### src/hw/rtl/jlss_pkg.sv
package jlss_pkg;

  localparam int DEF_MAX_ROW_LENGTH = 4096;
  localparam int DEF_VALUE_BITS     = 24;

  // configuration port
  localparam int CFG_INDEX_BITS = 2;
  localparam int CFG_DATA_BITS  = 13;

  localparam logic [CFG_INDEX_BITS-1:0] CFG_ROW_LENGTH = 2'd0;
  localparam logic [CFG_INDEX_BITS-1:0] CFG_ROW_COUNT  = 2'd1;

  // grid dimensions
  localparam int MIN_DIM       = 3;
  localparam int ROW_COUNT_MAX = 4096;
  localparam int ROW_BITS      = 12;
  localparam int CNT_BITS      = 13;

  // per-transaction control from the position tracker
  typedef struct packed {
    logic frame_start;
    logic emit;
    logic last;
  } pos_flags_t;

endpackage

### src/hw/rtl/jlss_position.sv
module jlss_position #(
  parameter int MAX_ROW_LENGTH = jlss_pkg::DEF_MAX_ROW_LENGTH,
  parameter int COL_W          = $clog2(MAX_ROW_LENGTH)
) (
  input  logic                                clk,
  input  logic                                rst_n,
  input  logic                                cfg_we,
  input  logic [jlss_pkg::CFG_INDEX_BITS-1:0] cfg_index,
  input  logic [jlss_pkg::CFG_DATA_BITS-1:0]  cfg_data,
  input  logic                                advance,
  output logic [COL_W-1:0]                    col,
  output jlss_pkg::pos_flags_t                flags
);

  localparam int LEN_W   = $clog2(MAX_ROW_LENGTH + 1);
  localparam int CMP_W   = (LEN_W > jlss_pkg::CFG_DATA_BITS) ? LEN_W : jlss_pkg::CFG_DATA_BITS;
  localparam int LEN_RST = (MAX_ROW_LENGTH < 4096) ? MAX_ROW_LENGTH : 4096;
  localparam int CNT_W   = jlss_pkg::CNT_BITS;
  localparam int ROW_W   = jlss_pkg::ROW_BITS;

  logic [LEN_W-1:0] len_r, len_nxt;
  logic [CNT_W-1:0] cnt_r, cnt_nxt;
  logic [COL_W-1:0] col_r, col_nxt;
  logic [ROW_W-1:0] row_r, row_nxt;

  logic [CMP_W-1:0] data_x;
  logic             wrap;
  logic [CNT_W-1:0] r_pre;
  logic [ROW_W-1:0] r_cur;
  logic [COL_W-1:0] c_cur;
  logic [LEN_W-1:0] c_inc;
  logic [CNT_W-1:0] r_inc;
  logic             col_end;
  logic             row_end;

  // configuration writes, clamped on the way in
  always_comb begin
    data_x  = CMP_W'(cfg_data);
    len_nxt = len_r;
    cnt_nxt = cnt_r;
    if (cfg_we && cfg_index == jlss_pkg::CFG_ROW_LENGTH) begin
      if (data_x < CMP_W'(jlss_pkg::MIN_DIM)) begin
        len_nxt = LEN_W'(jlss_pkg::MIN_DIM);
      end else if (data_x > CMP_W'(MAX_ROW_LENGTH)) begin
        len_nxt = LEN_W'(MAX_ROW_LENGTH);
      end else begin
        len_nxt = LEN_W'(data_x);
      end
    end
    if (cfg_we && cfg_index == jlss_pkg::CFG_ROW_COUNT) begin
      if (cfg_data < CNT_W'(jlss_pkg::MIN_DIM)) begin
        cnt_nxt = CNT_W'(jlss_pkg::MIN_DIM);
      end else if (cfg_data > CNT_W'(jlss_pkg::ROW_COUNT_MAX)) begin
        cnt_nxt = CNT_W'(jlss_pkg::ROW_COUNT_MAX);
      end else begin
        cnt_nxt = cfg_data;
      end
    end
  end

  // position of the incoming cell; a shrunk size forces a new row or frame
  always_comb begin
    wrap    = LEN_W'(col_r) >= len_r;
    c_cur   = wrap ? '0 : col_r;
    r_pre   = wrap ? CNT_W'(row_r) + CNT_W'(1) : CNT_W'(row_r);
    r_cur   = (r_pre >= cnt_r) ? '0 : ROW_W'(r_pre);
    c_inc   = LEN_W'(c_cur) + LEN_W'(1);
    r_inc   = CNT_W'(r_cur) + CNT_W'(1);
    col_end = c_inc >= len_r;
    row_end = r_inc >= cnt_r;
    if (col_end) begin
      col_nxt = '0;
      row_nxt = row_end ? '0 : ROW_W'(r_inc);
    end else begin
      col_nxt = COL_W'(c_inc);
      row_nxt = r_cur;
    end
    flags.frame_start = (r_cur == '0) && (c_cur == '0);
    flags.emit        = (r_cur >= ROW_W'(2)) && (c_cur >= COL_W'(2));
    flags.last        = col_end && row_end;
  end

  assign col = c_cur;

  always_ff @(posedge clk) begin
    if (!rst_n) begin
      len_r <= LEN_W'(LEN_RST);
      cnt_r <= CNT_W'(jlss_pkg::ROW_COUNT_MAX);
      col_r <= '0;
      row_r <= '0;
    end else begin
      len_r <= len_nxt;
      cnt_r <= cnt_nxt;
      if (advance) begin
        col_r <= col_nxt;
        row_r <= row_nxt;
      end
    end
  end

endmodule

### config.mk
export PLATFORM = sky130hd
export DESIGN_NAME = jlss_position
export DESIGN_NICKNAME = d
export VERILOG_FILES = /design/src/hw/rtl/jlss_pkg.sv /design/src/hw/rtl/jlss_position.sv
export SDC_FILE = /design/constraint.sdc
export NUM_CORES = 1
export LEC_CHECK = 0
export ABC_AREA = 1
export CAP_MARGIN = 20
export CORE_ASPECT_RATIO = 0.6
export CORE_MARGIN = 2
export CORE_UTILIZATION = 60
export CTS_CLUSTER_SIZE = 28
export DETAILED_ROUTE_END_ITERATION = 16
export DONT_BUFFER_PORTS = 1
export PLACE_DENSITY = 0.8
export RECOVER_POWER = 50
export SETUP_SLACK_MARGIN = 0.1
export SYNTH_ARGS = -nofsm -noshare
export SYNTH_HDL_FRONTEND = slang
export SYNTH_SLANG_ARGS = --single-unit
### constraint.sdc
create_clock -name clk -period 9.4 [get_ports clk]
set_input_delay 1.41 -clock clk [delete_from_list [all_inputs] [get_ports clk]]
set_output_delay 1.41 -clock clk [all_outputs]
set_load 0.02 [all_outputs]
==> results.md, run 1 <==
- Status: finished clean
- GR Util All Layers: 33.7%
- Gate Count Post-Synth: 691
- #FFs+latches synth: 50
- Die height: 72.1 um
- Post-DRT Antenna Nets: 0
- Synthesized area: 4640 um2
- DRC: 0
- Placement Rows: 24
- Actual slew at the worst max-slew pin: 0.982 ns
- Most numerous cell in the Yosys netlist: nand2_1
- Worst VDD drop: 89.0 uV
- H-tree depth: 2
- R2R Setup Slk: 2.80 ns
- PnR worst setup slack: 1.81 ns
- Share of post-route cells with drive strength above 1: 8.18%
- RSZ-0062 raised after global routing: no
- Final Wtd Congestion: 1.03
- Ant diodes: 0
- Port Buf Inserts: 0
- Worst Skew: ~0.0086 ns
- CP endpoint kind: output pin
- Clock power share: between 30 and 40%
- Max FO, Critical Path: 28
- Share of the synthesized area in the top cell type: 21.6%
- Initial DRC Count: 640
- Core ar.: 7390 um2
- Worst path slowest cell: o21ai_1
- Clk sink count: 50
- Synthesized area per cell: 6.71 um2
- Post-Place Setup Slack: 2.33 ns
- Initial antenna violation count: 0
- Post-CTS Setup Inserts: 0
- Post-Layout Cell Count: 789
- CTS tree: done
- Final Max Tran Viols: 0
- Vias in the first global route: 4,202
- Fin. Hold Viols: 0
- Largest cells by area after synthesis: dfxtp_1 22%, ha_1 16%, nand2_1 11%
- Leakage dissipation: 2.31 nW
- Post-CTS sizing: 0
- Internal cell power: 0.428 mW
- Syn. warnings: 0
- Most common cell on crit path: nand2_1
- Critical path's largest stage delay: ~0.61 ns
- Largest net degree at the start of global routing: 36
- Peak Freq: ~130 MHz
- Hold_buf cts: 0
- CTS Buf Count: 5
- Worst hold path class: reg2reg
- Reg power frac: 36.0%
- Drt pass-1 iters: 5
- Post-Route WL: 14,100 um
- Hold_ws: 0.502 ns
- Max-Cap Viols: 0
- Vias after detailed routing: between 4,000 and 5,000
- I/O Pins: 34
- Critical Path Start Type: flop
- CTS root buf: clkbuf_16
- Worst Path Arrival: roughly 6.2 ns
- Die W: 118 um
- Req. time, crit path: ~8.0 ns
- Syn nets: 768
- Wirelength per Cell: 17.8 um
- PwrDens: 131 nW/um2
- CP top delay family: simple AND/OR/NAND/NOR gates
- WS Path Type: reg2out
- Comb pwr share: 26.6%
- Clock Latency Late Sink: approximately 0.30 ns
- Switch Pwr: 0.211 mW
- Sequential area share after synthesis: 21.6%
- Final period util: 80.8%
- Clock-pin slew on the worst setup and hold paths: approximately 0.070 ns
- Nets: 761
- Most used DFF post-synth: dfxtp_1
- Grt ovf: 0
- First-pass GRT wire length: 22,300 um
- Sw Share: 33.0%
- Syn-to-layout area delta: 4.86%
- Max Buffers Root-to-Sink: 2
- Distinct cells, synth: 42
- Fraction of registers with async set/reset: 0%
- Min Tclk post-route: 7.59 ns
- Synth top cells by count: 141 x nand2_1, 107 x inv_1, 69 x a21oi_1, 58 x ha_1, 50 x dfxtp_1
- Max-slew headroom: between 30 and 40%
- Placed cells: 781
- Post-synth EDFFs: 0
- Setup TNS: 0 ns
- CP Buf/Inv Count: 6
- Initial core utilization: 62.8%
- Area leader, netlist: dfxtp_1
- Die area: 8470 um2
- Detailed Place HPWL: 11,100 um
- Vias per std cell: 5.97
- Finish-stage setup viols: 0
[state kept, by name, indices dropped and copies added, names as in the netlist]
name and cells:
col_r 12, row_r 12, len_r 13, cnt_r 13
[path summary, 6_finish.rpt]
path,cells after the start,endpoint,startpoint
max reg2reg,34,row_r[0],len_r[9]
min reg2reg,2,col_r[10],col_r[10]
min,2,col_r[10],col_r[10]
max,33,flags[0],len_r[9]
[per-stage QoR]
step | utilization (%) | total power, mW | cell area [um2]
floorplan | - | 0.357 | 4640
detailed placement | 63.6 | 0.397 | 4700
finish | 65.8 | 0.639 | 4860
global placement | 63.6 | 0.392 | 4700
global route | 65.8 | 0.667 | 4860
CTS | 66.2 | 0.635 | 4890
[area by class of cell]
cell class	count	area, um2
well taps	104	130
flip-flops and latches	50	1000
clock inverters	3	68.8
inverters	110	413
fillers	678	2520
repair buffers	1	3.75
multi-input cells	516	3120
clock buffers	5	125
[kinds of logic after synthesis]
| kind of cell | after synthesis | share of synthesized area (%) |
|---|---|---|
| adders and majority gates | 58 | 15.6 |
| buffers and inverters | 125 | 10.7 |
| DFF | 50 | 21.6 |
| xor gates and xnor gates | 17 | 3.37 |
| AOI/OAI and AO/OA | 137 | 15.6 |
| and+or+nand+nor | 304 | 33.0 |
[placed cells by master, fill, tap and decap left out, drive strengths merged, types with 2 or more instances in the layout]
cell type	synthesis	final
a21oi	69	69
a22oi	2	2
a31oi	3	3
and2	6	6
bufinv	0	2
clkbuf	11	6
dfxtp	50	50
ha	58	58
inv	110	110
nand2	158	158
nand3	39	39
nand3b	2	2
nand4	21	21
nor2	55	55
nor3	17	17
nor4	3	3
o211ai	5	5
o21ai	54	54
xor2	16	16
[routing by layer]
layer | global-route usage [%] | part of all wire, % | vias to the layer above | wire, um
met3 | 11.3 | 13 | 10 | 1840
met5 | 0 | 0 | - | 0
li1 | - | - | 2278 | -
met4 | 4.82 | 0.70 | 0 | 99
met2 | 47.2 | 38 | 259 | 5350
met1 | 50.6 | 48 | 2162 | 6760
[power groups by stage]
stage | clock network (mW) | registers, mW | logic, mW
5_1_grt | 0.249 | 0.231 | 0.187
2_1_floorplan | 0 | 0.232 | 0.126
4_1_cts | 0.241 | 0.230 | 0.164
3_3_place_gp | 0 | 0.234 | 0.158
3_5_place_dp | 0 | 0.235 | 0.162
6_report | 0.239 | 0.230 | 0.170
[tightest hold or removal path: stages, from the launching register on]
cell and delay (ns):
dfxtp_1 0.33, nand2_1 0.07, a21oi_1 0.06
Note: power is estimated with default switching activity, not from simulation.
==> inputs of run 2 (changes only) <==
ABC_AREA = 0   (was 1)
clock period = 7.3 ns   (was 9.4 ns; I/O delays follow)
==> run 2 against run 1 <==
Net effect: global-route usage increased by 1.4 points; clock skew decreased by 0.0042 ns; critical path depth decreased by 4; area after synthesis decreased by 1.0%; clock-buffer cell count unchanged; combinational power increased by 65%; first-iteration DRC count increased by 14%; total power increased by 29%.
==> results.md, run 2 <==
- Grt ovf: 0 (unchanged)
- Largest net degree at the start of global routing: 39 (+8.3%)
- Largest cells by area after synthesis: dfxtp_1 22%, ha_1 16%, nand2_1 7.6%
- Die height: 71.8 um (-0.49%)
- Fin. Hold Viols: 0 (unchanged)
- Initial DRC Count: 730 (+14%)
- Reg-to-Reg End: row_r[1]
- Worst Hold Endpoint: cnt_r[11]
- Final Max Tran Viols: 0 (unchanged)
- Core ar.: 7330 um2 (-0.81%)
- R2R Setup Slk: 0.59 ns (-2.21 ns)
- Clk sink count: 50 (unchanged)
- Most numerous cell in the Yosys netlist: nand2_1
- Die W: 117 um (-0.49%)
- CTS tree: done
- Regs by FF count: cnt_r (13), len_r (13)
- Finish-stage setup viols: 0 (unchanged)
- First-pass GRT wire length: 22,500 um (+0.80%)
- CTS root buf: clkbuf_16
- Distinct cells, synth: 73 (+74%)
- Worst Skew: 0.00439 ns (-0.00421 ns)
- Cell Area, Placed: 4790 um2 (+2.1%)
- Share of post-route cells with drive strength above 1: 17.0% (+8.8 points)
- Critical path's largest stage delay: 0.35 ns (-0.26 ns)
- Worst hold path class: reg2reg
- Fin area: 5390 um2 (+11%)
- Min Tclk post-route: between 7 and 8 ns
- Area leader, netlist: dfxtp_1
- Commonest non-fill, non-tap cell in the layout: nand2_1
- Largest family of logic cells by synthesized area: simple AND/OR/NAND/NOR gates
- Max-slew headroom: 45.3% (+11 points)
- Initial core utilization: 62.7% (-0.13 points)
- Req. time, crit path: 6.20 ns (-1.79 ns)
- Detailed Place HPWL: 10,800 um (-3.3%)
- Vias in the first global route: 4,375 (+4.1%)
- Post-DRT Antenna Nets: 0 (unchanged)
- Actual slew at the worst max-slew pin: 0.821 ns (-0.161 ns)
- Most frequent cells in the layout: 92 x nand2_1, 56 x a21oi_1, 52 x ha_1
- Fraction of registers with async set/reset: 0% (unchanged)
- Sequential area share after synthesis: 21.8% (+0.22 points)
- Share of the synthesized area in the top cell type: 21.8% (+0.22 points)
- Ant diodes: 0 (unchanged)
- Die area: 8390 um2 (-0.98%)
- DRC: 0 (unchanged)
- Clock-pin slew on the worst setup and hold paths: 0.07 ns (about the same)
- Nets: 730 (-4.1%)
- Worst VDD drop: 97.9 uV (+10%)
- Worst Path Arrival: 6.08 ns (-0.10 ns)
- Clock Latency Late Sink: 0.31 ns (about the same)
- Drt pass-1 iters: 6 (+1)
- Synth Area in Adders: 15.8% (+0.16 points)
- Post-Layout Cell Count: 758 (-3.9%)
- Most used DFF post-synth: dfxtp_1
- WS Path Type: reg2out
- Hold depth: 2 (unchanged)
- Vias after detailed routing: 4,985 (+5.9%)
- CP endpoint kind: output pin
- Peak Freq: 139 MHz
- Initial antenna violation count: 0 (unchanged)
- Synthesized area: 4590 um2 (-1.0%)
- CTS Buf Count: 5 (unchanged)
- Crit Reg-Reg Startpoint: len_r[6]
- Placed cells: 724 (-7.3%)
- Placement Rows: 24 (unchanged)
- Syn nets: 701 (-8.7%)
- Path depth of the worst reg2reg path: 30 (-12%)
- Final Wtd Congestion: 1.02 (-1.3%)
- Status: finished clean
- Critical Path Start Type: flop
- H-tree depth: 2 (unchanged)
- HP Start: cnt_r[11]
- Final period util: 98.2%
- Post-Route WL: 15,200 um (+8.5%)
- Synth Area in Simple Gates: 29.9% (-3.1 points)
- Syn-to-layout area delta: 17.4%
- Post-synth EDFFs: 0 (unchanged)
- Post-synthesis mux area share: 0.463% (+0.46 points)
- Max FO, Critical Path: 5 (-82%)
- Max Buffers Root-to-Sink: 2 (unchanged)
- Synthesized area per cell: 7.36 um2 (+9.6%)
- Max-Cap Viols: 0 (unchanged)
- Port Buf Inserts: 0 (unchanged)
- Filler cell count: 560 (-17%)
- Synth top cells by count: 93 x nand2_1, 59 x a21oi_1, 58 x ha_1, 50 x dfxtp_1, 44 x inv_1
- Wirelength per Cell: 20.1 um (+13%)
- Gate Count Post-Synth: 624 (-9.7%)
- PwrDens: 153 nW/um2 (+16%)
- CP Buf/Inv Count: 7 (+1)
- Leakage dissipation: 2.18 nW (-5.6%)
- Worst path slowest cell: dfxtp_1
- Vias per std cell: 6.58 (+10%)
- Xor and xnor area share after synthesis: 5.15% (+1.8 points)
- Syn. warnings: 0 (unchanged)
- GR Util All Layers: 35.1% (+1.4 points)
- CP top delay family: simple AND/OR/NAND/NOR gates
- #FFs+latches synth: 50 (unchanged)
- Synth Area in Compound Gates: 20.7% (+5.1 points)
- I/O Pins: 34 (unchanged)
==> run 2: cell count changes in the layout (fill, tap and decap cells not counted), sizes merged, moves of 7 or more <==
cell,previous run,this run
nor2,55,37
a211oi,0,7
nand4,21,13
and3,1,17
inv,110,45
nand2,158,94
nor4,3,10
a21oi,69,59
nor2b,0,16
o21ai,54,24
xnor2,1,16
buf,0,47
==> run 2: how the worst max path moves through the flow <==
stage,startpoint,to,cells after the start
2_1_floorplan,len_r[10],flags[0],27
3_3_place_gp,col_r[0],flags[0],28
4_1_cts,len_r[6],flags[0],28
5_1_grt,len_r[1],flags[0],29
6_report,len_r[6],flags[0],29
3_5_place_dp,len_r[2],flags[0],28
==> run 2: layer usage <==
| layer | wire length (um) | vias to the layer above | GRT usage [%] |
|---|---|---|---|
| li1 | - | 2288 | - |
| met1 | 6540 | 2254 | 52.4 |
| met2 | 6090 | 390 | 47.8 |
| met3 | 2310 | 53 | 11.9 |
| met4 | 312 | 0 | 8.63 |
| met5 | 0 | - | 0 |
==> run 2: final cells by class <==
class / instances / area (um2) / share of cell area (%)
Clock inverter: 3 / 21.3 / 0.395
Tap cell: 104 / 130 / 2.41
Clock buffer: 5 / 125 / 2.32
Sequential cell: 50 / 1000 / 18.6
Inverter: 46 / 175 / 3.25
Timing Repair Buffer: 49 / 364 / 6.75
Multi-Input combinational cell: 501 / 3570 / 66.2
==> run 2: per-stage QoR <==
stage	hold slack [ns]	total power [mW]	setup slack, ns	util, %	TNS (ns)
after floorplan	0.436	0.464	0.362	-	0
after global placement	0.444	0.515	0.297	65.4	0
after detailed placement	0.449	0.522	0.114	65.4	0
after CTS	0.459	0.777	0.104	69.4	0
after global routing	0.475	0.851	-0.0325	73.6	-0.0325
final	0.457	0.822	0.130	73.6	0
==> run 2: repair_timing <==
item / 4_1_cts / 5_1_grt
endpoints found under the setup margin: 1 / 4
setup buffers: 10 / 16
resized for setup: 14 / 42
gates cloned: 0 / 0
pin swaps: 8 / 20
hold buffers: 0 / 0
==> run 2: power breakdown <==
group | internal, mW | total, mW | switching, mW
clock | 0.127 | 0.246 | 0.118
combinational | 0.118 | 0.280 | 0.162
sequential | 0.283 | 0.297 | 0.0139
total | 0.529 | 0.822 | 0.294
==> run 2: worst register-to-register path, delay by kind of cell (launching register included) <==
kind / cells / cell delay (ns)
AOI/OAI and AO/OA: 10 / 2.44
xor gates and xnor gates: 2 / 0.46
adders and majority gates: 4 / 1.08
buffers and inverters: 5 / 0.79
DFF: 1 / 0.35
and+or+nand+nor: 9 / 1.50
==> run 2: cells by family after synthesis <==
group / Yosys count
AND/OR/NAND/NOR: 268
AO/OA/AOI/OAI: 146
buffers and inverters: 73
adder cells (fa/ha/maj): 58
flip-flops: 50
XOR/XNOR: 27
multiplexers: 2
